<file path="src/rtl/opq_pkg.sv">
// shared types, codes and sizing for the ordered priority queue
package opq_pkg;

    // number of slots held in the queue
    localparam int CAPACITY = 16;
    // width of the entry counter, able to hold CAPACITY itself
    localparam int CNT_W    = $clog2(CAPACITY + 1);
    // width of the reported occupancy field
    localparam int OCC_W    = 5;

    // operation codes
    localparam logic [2:0] OP_INSERT   = 3'd0;
    localparam logic [2:0] OP_REMOVE   = 3'd1;
    localparam logic [2:0] OP_DELETE   = 3'd2;
    localparam logic [2:0] OP_CONTAINS = 3'd3;
    localparam logic [2:0] OP_PEEK     = 3'd4;
    localparam logic [2:0] OP_CLEAR    = 3'd5;

    // result status codes
    localparam logic [1:0] ST_OK      = 2'd0;
    localparam logic [1:0] ST_FULL    = 2'd1;
    localparam logic [1:0] ST_EMPTY   = 2'd2;
    localparam logic [1:0] ST_NOMATCH = 2'd3;

    // one stored entry
    typedef struct packed {
        logic [31:0] tag;
        logic [15:0] pri;
        logic [31:0] seq;
    } slot_t;

    // commands from the controller to the datapath
    typedef struct packed {
        logic load;
        logic compare;
        logic update;
    } opq_cmd_t;

endpackage

</file>
<file path="src/rtl/opq_ctrl.sv">
// controller: sequences capture, compare and update, owns the result valid flag
module opq_ctrl (
    input  logic              aclk,
    input  logic              aresetn,
    input  logic              s_valid,
    output logic              s_ready,
    output logic              m_valid,
    input  logic              m_ready,
    output opq_pkg::opq_cmd_t cmd
);

    typedef enum logic [2:0] {
        ST_IDLE = 3'b001,
        ST_CMP  = 3'b010,
        ST_UPD  = 3'b100
    } state_t;

    state_t state_reg, state_next;
    logic   out_valid_reg, out_valid_next;
    logic   upd_fire;

    // handshake and commands
    assign s_ready     = (state_reg == ST_IDLE);
    assign m_valid     = out_valid_reg;
    assign upd_fire    = (state_reg == ST_UPD) && (!out_valid_reg || m_ready);
    assign cmd.load    = s_valid && s_ready;
    assign cmd.compare = (state_reg == ST_CMP);
    assign cmd.update  = upd_fire;

    // next state
    always_comb begin
        state_next = state_reg;
        unique case (state_reg)
            ST_IDLE: begin
                if (s_valid) state_next = ST_CMP;
            end
            ST_CMP: begin
                state_next = ST_UPD;
            end
            ST_UPD: begin
                if (upd_fire) state_next = ST_IDLE;
            end
            default: begin
                state_next = ST_IDLE;
            end
        endcase
    end

    // result register occupancy
    always_comb begin
        out_valid_next = out_valid_reg;
        if (upd_fire) begin
            out_valid_next = 1'b1;
        end else if (out_valid_reg && m_ready) begin
            out_valid_next = 1'b0;
        end
    end

    always_ff @(posedge aclk) begin
        if (!aresetn) begin
            state_reg     <= ST_IDLE;
            out_valid_reg <= 1'b0;
        end else begin
            state_reg     <= state_next;
            out_valid_reg <= out_valid_next;
        end
    end

    // update never overwrites a result that is still waiting
    assert property (@(posedge aclk) disable iff (!aresetn)
        cmd.update |-> (!out_valid_reg || m_ready))
        else $error("update while result register busy");

    // an accepted transaction goes straight to the compare step
    assert property (@(posedge aclk) disable iff (!aresetn)
        cmd.load |=> (state_reg == ST_CMP))
        else $error("accept not followed by compare");

    // a new result appears only from an update
    assert property (@(posedge aclk) disable iff (!aresetn)
        $rose(m_valid) |-> $past(cmd.update))
        else $error("result valid without update");

endmodule

</file>
<file path="src/rtl/opq_datapath.sv">
// datapath: slot array, parallel compare, shift update and result register
module opq_datapath (
    input  logic                     aclk,
    input  logic                     aresetn,
    input  opq_pkg::opq_cmd_t        cmd,
    input  logic [2:0]               s_op,
    input  logic [31:0]              s_item_tag,
    input  logic [15:0]              s_item_priority,
    input  logic [31:0]              s_item_seq,
    output logic [1:0]               m_status,
    output logic                     m_found,
    output logic                     m_entry_valid,
    output logic [31:0]              m_entry_tag,
    output logic [15:0]              m_entry_priority,
    output logic [31:0]              m_entry_seq,
    output logic [opq_pkg::OCC_W-1:0] m_occupancy
);

    // slot storage and captured transaction
    opq_pkg::slot_t                 slot_reg  [opq_pkg::CAPACITY];
    opq_pkg::slot_t                 slot_next [opq_pkg::CAPACITY];
    opq_pkg::slot_t                 ins_slot  [opq_pkg::CAPACITY];
    opq_pkg::slot_t                 rem_slot  [opq_pkg::CAPACITY];
    opq_pkg::slot_t                 del_slot  [opq_pkg::CAPACITY];
    opq_pkg::slot_t                 item_reg;
    logic [2:0]                     op_reg;
    logic [opq_pkg::CAPACITY-1:0]   ge_reg;
    logic [opq_pkg::CAPACITY-1:0]   match_reg;
    logic [opq_pkg::CAPACITY-1:0]   after_match;
    logic [opq_pkg::CAPACITY-1:0]   used_reg, used_next;
    logic [opq_pkg::CNT_W-1:0]      count_reg, count_next;

    // result fields
    logic [1:0]     status;
    logic           found;
    logic           take_valid;
    logic           show_head;
    logic           res_valid;
    opq_pkg::slot_t res_entry;
    logic           empty;
    logic           full;

    // capture the transaction
    always_ff @(posedge aclk) begin
        if (cmd.load) begin
            op_reg       <= s_op;
            item_reg.tag <= s_item_tag;
            item_reg.pri <= s_item_priority;
            item_reg.seq <= s_item_seq;
        end
    end

    // per-slot compare against the captured item
    always_ff @(posedge aclk) begin
        if (cmd.compare) begin
            for (int i = 0; i < opq_pkg::CAPACITY; i++) begin
                ge_reg[i]    <= used_reg[i] && (slot_reg[i].pri >= item_reg.pri);
                match_reg[i] <= used_reg[i] && (slot_reg[i] == item_reg);
            end
        end
    end

    // per-slot candidates for insert, remove head and delete
    for (genvar i = 0; i < opq_pkg::CAPACITY; i++) begin : g_slot
        opq_pkg::slot_t lower;
        opq_pkg::slot_t upper;
        logic           prev_ge;

        if (i == 0) begin : g_first
            assign lower   = slot_reg[i];
            assign prev_ge = 1'b1;
        end else begin : g_rest
            assign lower   = slot_reg[i-1];
            assign prev_ge = ge_reg[i-1];
        end

        if (i == opq_pkg::CAPACITY - 1) begin : g_last
            assign upper = slot_reg[i];
        end else begin : g_inner
            assign upper = slot_reg[i+1];
        end

        // at or past the first match
        assign after_match[i] = |match_reg[i:0];

        assign ins_slot[i] = ge_reg[i] ? slot_reg[i] : (prev_ge ? item_reg : lower);
        assign rem_slot[i] = upper;
        assign del_slot[i] = after_match[i] ? upper : slot_reg[i];
    end

    assign empty = (count_reg == '0);
    assign full  = (count_reg == opq_pkg::CNT_W'(opq_pkg::CAPACITY));

    // operation decode
    always_comb begin
        slot_next  = slot_reg;
        count_next = count_reg;
        used_next  = used_reg;
        status     = opq_pkg::ST_OK;
        found      = 1'b0;
        take_valid = 1'b0;
        show_head  = 1'b1;
        unique case (op_reg)
            opq_pkg::OP_INSERT: begin
                if (full) begin
                    status = opq_pkg::ST_FULL;
                end else begin
                    slot_next  = ins_slot;
                    count_next = count_reg + 1'b1;
                    used_next  = (used_reg << 1) | opq_pkg::CAPACITY'(1);
                end
            end
            opq_pkg::OP_REMOVE: begin
                show_head = 1'b0;
                if (empty) begin
                    status = opq_pkg::ST_EMPTY;
                end else begin
                    take_valid = 1'b1;
                    slot_next  = rem_slot;
                    count_next = count_reg - 1'b1;
                    used_next  = used_reg >> 1;
                end
            end
            opq_pkg::OP_DELETE: begin
                if (empty) begin
                    status = opq_pkg::ST_EMPTY;
                end else if (|match_reg) begin
                    found      = 1'b1;
                    slot_next  = del_slot;
                    count_next = count_reg - 1'b1;
                    used_next  = used_reg >> 1;
                end else begin
                    status = opq_pkg::ST_NOMATCH;
                end
            end
            opq_pkg::OP_CONTAINS: begin
                if (empty) begin
                    status = opq_pkg::ST_EMPTY;
                end else begin
                    found = |match_reg;
                end
            end
            opq_pkg::OP_PEEK: begin
                if (empty) status = opq_pkg::ST_EMPTY;
            end
            opq_pkg::OP_CLEAR: begin
                show_head  = 1'b0;
                count_next = '0;
                used_next  = '0;
            end
            default: begin
            end
        endcase
    end

    // reported entry: removed one on remove, none on clear, else head after the operation
    always_comb begin
        if (show_head) begin
            res_valid = (count_next != '0);
            res_entry = res_valid ? slot_next[0] : '0;
        end else begin
            res_valid = take_valid;
            res_entry = take_valid ? slot_reg[0] : '0;
        end
    end

    // slot contents
    always_ff @(posedge aclk) begin
        if (cmd.update) begin
            for (int i = 0; i < opq_pkg::CAPACITY; i++) begin
                slot_reg[i] <= slot_next[i];
            end
        end
    end

    // occupancy state
    always_ff @(posedge aclk) begin
        if (!aresetn) begin
            count_reg <= '0;
            used_reg  <= '0;
        end else if (cmd.update) begin
            count_reg <= count_next;
            used_reg  <= used_next;
        end
    end

    // result register
    always_ff @(posedge aclk) begin
        if (cmd.update) begin
            m_status         <= status;
            m_found          <= found;
            m_entry_valid    <= res_valid;
            m_entry_tag      <= res_entry.tag;
            m_entry_priority <= res_entry.pri;
            m_entry_seq      <= res_entry.seq;
            m_occupancy      <= opq_pkg::OCC_W'(count_next);
        end
    end

    // used flags always track the count
    assert property (@(posedge aclk) disable iff (!aresetn)
        $countones(used_reg) == int'(count_reg))
        else $error("used flags disagree with count");

    // count never passes capacity
    assert property (@(posedge aclk) disable iff (!aresetn)
        int'(count_reg) <= opq_pkg::CAPACITY)
        else $error("count above capacity");

endmodule

</file>
<file path="src/rtl/ordered_priority_queue_top.sv">
// top level of the ordered priority queue
// latency: result valid once the accepted transaction has passed the compare step and then the update step
// a new transaction is taken only after the previous one has finished its capture, compare, update sequence
// the result register lets the next transaction be taken while a result waits
// reset: synchronous active low, empties the queue and drops any pending result
// slot contents are not cleared by reset; no clearing pass is needed
module ordered_priority_queue_top (
    input  logic                      aclk,
    input  logic                      aresetn,
    input  logic                      s_valid,
    output logic                      s_ready,
    input  logic [2:0]                s_op,
    input  logic [31:0]               s_item_tag,
    input  logic [15:0]               s_item_priority,
    input  logic [31:0]               s_item_seq,
    output logic                      m_valid,
    input  logic                      m_ready,
    output logic [1:0]                m_status,
    output logic                      m_found,
    output logic                      m_entry_valid,
    output logic [31:0]               m_entry_tag,
    output logic [15:0]               m_entry_priority,
    output logic [31:0]               m_entry_seq,
    output logic [opq_pkg::OCC_W-1:0] m_occupancy
);

    opq_pkg::opq_cmd_t cmd;

    // sequencing
    opq_ctrl u_ctrl (
        .aclk    (aclk),
        .aresetn (aresetn),
        .s_valid (s_valid),
        .s_ready (s_ready),
        .m_valid (m_valid),
        .m_ready (m_ready),
        .cmd     (cmd)
    );

    // storage and compute
    opq_datapath u_datapath (
        .aclk             (aclk),
        .aresetn          (aresetn),
        .cmd              (cmd),
        .s_op             (s_op),
        .s_item_tag       (s_item_tag),
        .s_item_priority  (s_item_priority),
        .s_item_seq       (s_item_seq),
        .m_status         (m_status),
        .m_found          (m_found),
        .m_entry_valid    (m_entry_valid),
        .m_entry_tag      (m_entry_tag),
        .m_entry_priority (m_entry_priority),
        .m_entry_seq      (m_entry_seq),
        .m_occupancy      (m_occupancy)
    );

endmodule

</file>
<file path="config.mk">
export PLATFORM = sky130hd
export DESIGN_NAME = ordered_priority_queue_top
export DESIGN_NICKNAME = d
export VERILOG_FILES = /design/src/rtl/opq_pkg.sv /design/src/rtl/opq_ctrl.sv /design/src/rtl/opq_datapath.sv /design/src/rtl/ordered_priority_queue_top.sv
export SDC_FILE = /design/constraint.sdc
export NUM_CORES = 2
export LEC_CHECK = 0
export BUFFER_PORTS_ARGS = -buffer_cell sky130_fd_sc_hd__buf_2
export CAP_MARGIN = 0
export CORE_AREA = 2 2 449 340
export DETAILED_ROUTE_END_ITERATION = 12
export DIE_AREA = 0 0 451 342
export HOLD_SLACK_MARGIN = 0.02
export PLACE_DENSITY = 0.77
export SLEW_MARGIN = 20
export SYNTH_ARGS = -nofsm -noshare
export SYNTH_HDL_FRONTEND = slang
export SYNTH_SLANG_ARGS = --single-unit
</file>
<file path="constraint.sdc">
create_clock -name aclk -period 30.5 [get_ports aclk]
set_input_delay 9.15 -clock aclk [delete_from_list [all_inputs] [get_ports aclk]]
set_output_delay 9.15 -clock aclk [all_outputs]
set_load 0.01 [all_outputs]
</file>
==> flow_summary.yaml <==
detailed_routing:
  via_per_inst: 7.21
  route.vias.total: 76600
  firstDrtPassIters: 9
  totalWireLength_um: 376000
  drc: 0
  drtIter0Drc: 13800
  wl_per_cell_um: 35.4
  drtAntennaViolNets: 0
power_and_ir_drop:
  pwr-share-seq_pct: 47.8
  clkPwrFrac_pct: 41.6
  vdd_drop_max_mv: 0.0521
  p_leak_uw: 0.0368
  p_sw_share_pct: 26.7
  combPwrFrac_pct: 10.6
  pwr_density_cell_nw_per_um2: 48.4
  p_int_uw: 3510
  p_switching_uw: 1280
cells_and_area:
  syn2layout_area_growth_pct: 8.83
  design_area_um2: 98900
  largest_reg_flops: 960
  layout_commonest_cell: "edfxtp_1"
  fin_nets: 8813
  drive_gt1_share_pct: 8.15
  layout_common_cells: "1484 x edfxtp_1, 1336 x nand2_1, 1266 x o21ai_0"
grt:
  antenna_found_initial: 25
  grt_pass1_vias: 72300
  grt_max_degree: 234
  grt_pass1_wl_um: 524000
  grt_use_total_pct: 47.1
  grt_remaining_overflow: 0
worst_setup_path:
  required_ps: 30940
  crit_path_start_kind: "primary input"
  cp_common_cell: "buf_4"
  slowest_delay_ps: 930
  crit_arrival_ps: 12920
  worstSetupPathType: "in2reg"
  end_kind: "flip-flop"
  slowest_stage: "a211oi_2"
  cp_num_buf_inv: 3
  path_cells: "buf_2, nand2b_1, nand3_1, a211oi_2, nand2_1, buf_4, a211oi_4, buf_4"
  cp_top_family: "compound AO/OA/AOI/OAI gates"
  cp_max_fo: 63
timing:
  finalCriticalPeriod_ps: 12480
  finalHoldViolations: 0
  drv_slew: 0
  setup_tns_ps: 0
  setup_viol_count_final: 0
  worst_pin_slew_ps: 1460
  period_share_pct: 40.9
  relSlewSlack_pct: 2.07
  fin_worst_skew_ps: 35.5
  rsz0062_at_grt: "false"
  max_freq_ghz: 0.0801
place:
  io_buffers: 177
  dp_hpwl_um: 275000
  gp_congestion: 1.09
  place_area_um2: 93700
synthesis:
  syn_avg_cell_area_um2: 10.5
  ys_types: 67
  ys_ff_latch: 1509
  synth_warnings: 0
  synth_top_flop_cell: "edfxtp_1"
  mappedNetlistNets: 8969
  syn_area_um2: 90900
  syn_inst: 8624
  yosysSeqAreaShare_pct: 49.6
  synth_async_sr_flop_share_pct: 0
  synth_edf_count: 1484
clock_network:
  ctsResizeCount: 0
  path_clk_slew_ps: 60
  htreeDepth: 4
  ctsRootBufferMaster: "clkbuf_16"
  clock_sinks: 1509
  ctsHoldBuffers: 0
  postCtsSetupRepairBufs: 0
  numCtsBuffers: 158
  clock_latency_ps: 840
  cts_tree: "yes"
  cts_buffer_depth: 3
floorplanning:
  ios: 178
  start_util_pct: 60.3
  die_y_um: 342
  die_w_um: 451
  rows: 124
  core_um2: 151000
  dieArea_um2: 154000
min_path:
  hold_path.class: "reg2reg"
status:
  violations: "capacitance limit"
  outcome: "finished with violations"
run:
  drv_cap: 1
area by class of cell:
cell class                 count  area [um2]
antenna                       11        27.5
clock buffer                 202        4180
clock inverter                87         886
fill                       11900       51700
inverter                     214         808
multi-input combinational   6159       42600
sequential                  1509       45100
tap                         2016        2520
timing repair buffer         426        2810
path summary, 6_finish.rpt:
| check | end | cells after the start | start | slack, ps |
|---|---|---|---|---|
| min reg2reg | u_ctrl.m_valid | 2 | u_ctrl.m_valid | 570 |
| max | u_datapath.g_slot[10].lower[20] | 8 | m_ready | 18020 |
| max reg2reg | u_datapath.g_slot[10].upper[6] | 10 | u_datapath.op_reg[0] | 23680 |
| min | u_ctrl.m_valid | 2 | u_ctrl.m_valid | 570 |
synth_stat cells, drive strengths merged (4+ instances only):
cell type	count	share of area, %
a2bb2oi	7	0.067
clkinv	7	0.029
and4	4	0.039
o211ai	14	0.12
clkbuf	679	2.8
o22ai	81	0.56
nand3	37	0.20
ha	258	3.6
o211a	43	0.47
o2bb2ai	28	0.27
edfxtp	1484	49
a2111oi	13	0.13
a221o	47	0.52
a221oi	112	1.1
a211oi	20	0.17
nor3	42	0.24
a222oi	8	0.088
nor4b	4	0.039
a21oi	126	0.69
o31ai	4	0.048
a21o	69	0.57
xnor2	379	3.7
nand2	1336	5.5
nor2b	18	0.12
buf	63	0.28
nand2b	13	0.089
nor2	142	0.59
xor2	402	3.9
nor4	152	1.0
nand4	181	1.2
and2	4	0.028
inv	207	0.85
o21a	21	0.17
a22o	13	0.13
o21ai	1286	7.1
or4	8	0.070
and3	4	0.028
o221ai	18	0.17
mux2i	1206	13
a22oi	22	0.18
nor3b	4	0.033
or3	6	0.041
dfxtp	25	0.55
cells by family after synthesis:
family | count (synthesis) | share of synthesized area [%]
multiplexers | 1206 | 13.3
adder cells (fa/ha/maj) | 258 | 3.55
flip-flops | 1509 | 49.6
AO/OA/AOI/OAI | 1949 | 12.7
buffers and inverters | 956 | 3.97
XOR/XNOR | 781 | 7.53
AND/OR/NAND/NOR | 1965 | 9.43
worst min-delay path, stage by stage, from the launching register on:
cell and delay, ps:
dfxtp_1 310, nand2b_1 130, a21oi_1 80
metal layers:
metal  up-vias  share of wire, %  track usage [%]
met2      6141                40             63.3
met1     38200                37             62.3
met5         -              0.20             1.29
met3       888                19             29.4
li1      31400                 -                -
met4        34               3.5             13.8
power groups by stage:
stage | combinational (uW) | clock (uW) | sequential [uW]
CTS | 475 | 1980 | 2290
global route | 518 | 2050 | 2290
detailed placement | 472 | 0 | 2330
finish | 509 | 1990 | 2290
floorplan | 279 | 0 | 2330
global placement | 464 | 0 | 2330
per-stage QoR:
step	cells	power [uW]	hold slack [ps]	util [%]	setup WS [ps]
floorplan	8624	2600	458	-	13740
global placement	10300	2800	518	62.2	17380
detailed placement	10300	2800	554	62.2	17270
CTS	10600	4750	565	65.6	18130
global route	10600	4860	585	65.6	17860
finish	10600	4790	567	65.7	18020
(Power assumes the default switching activity.)
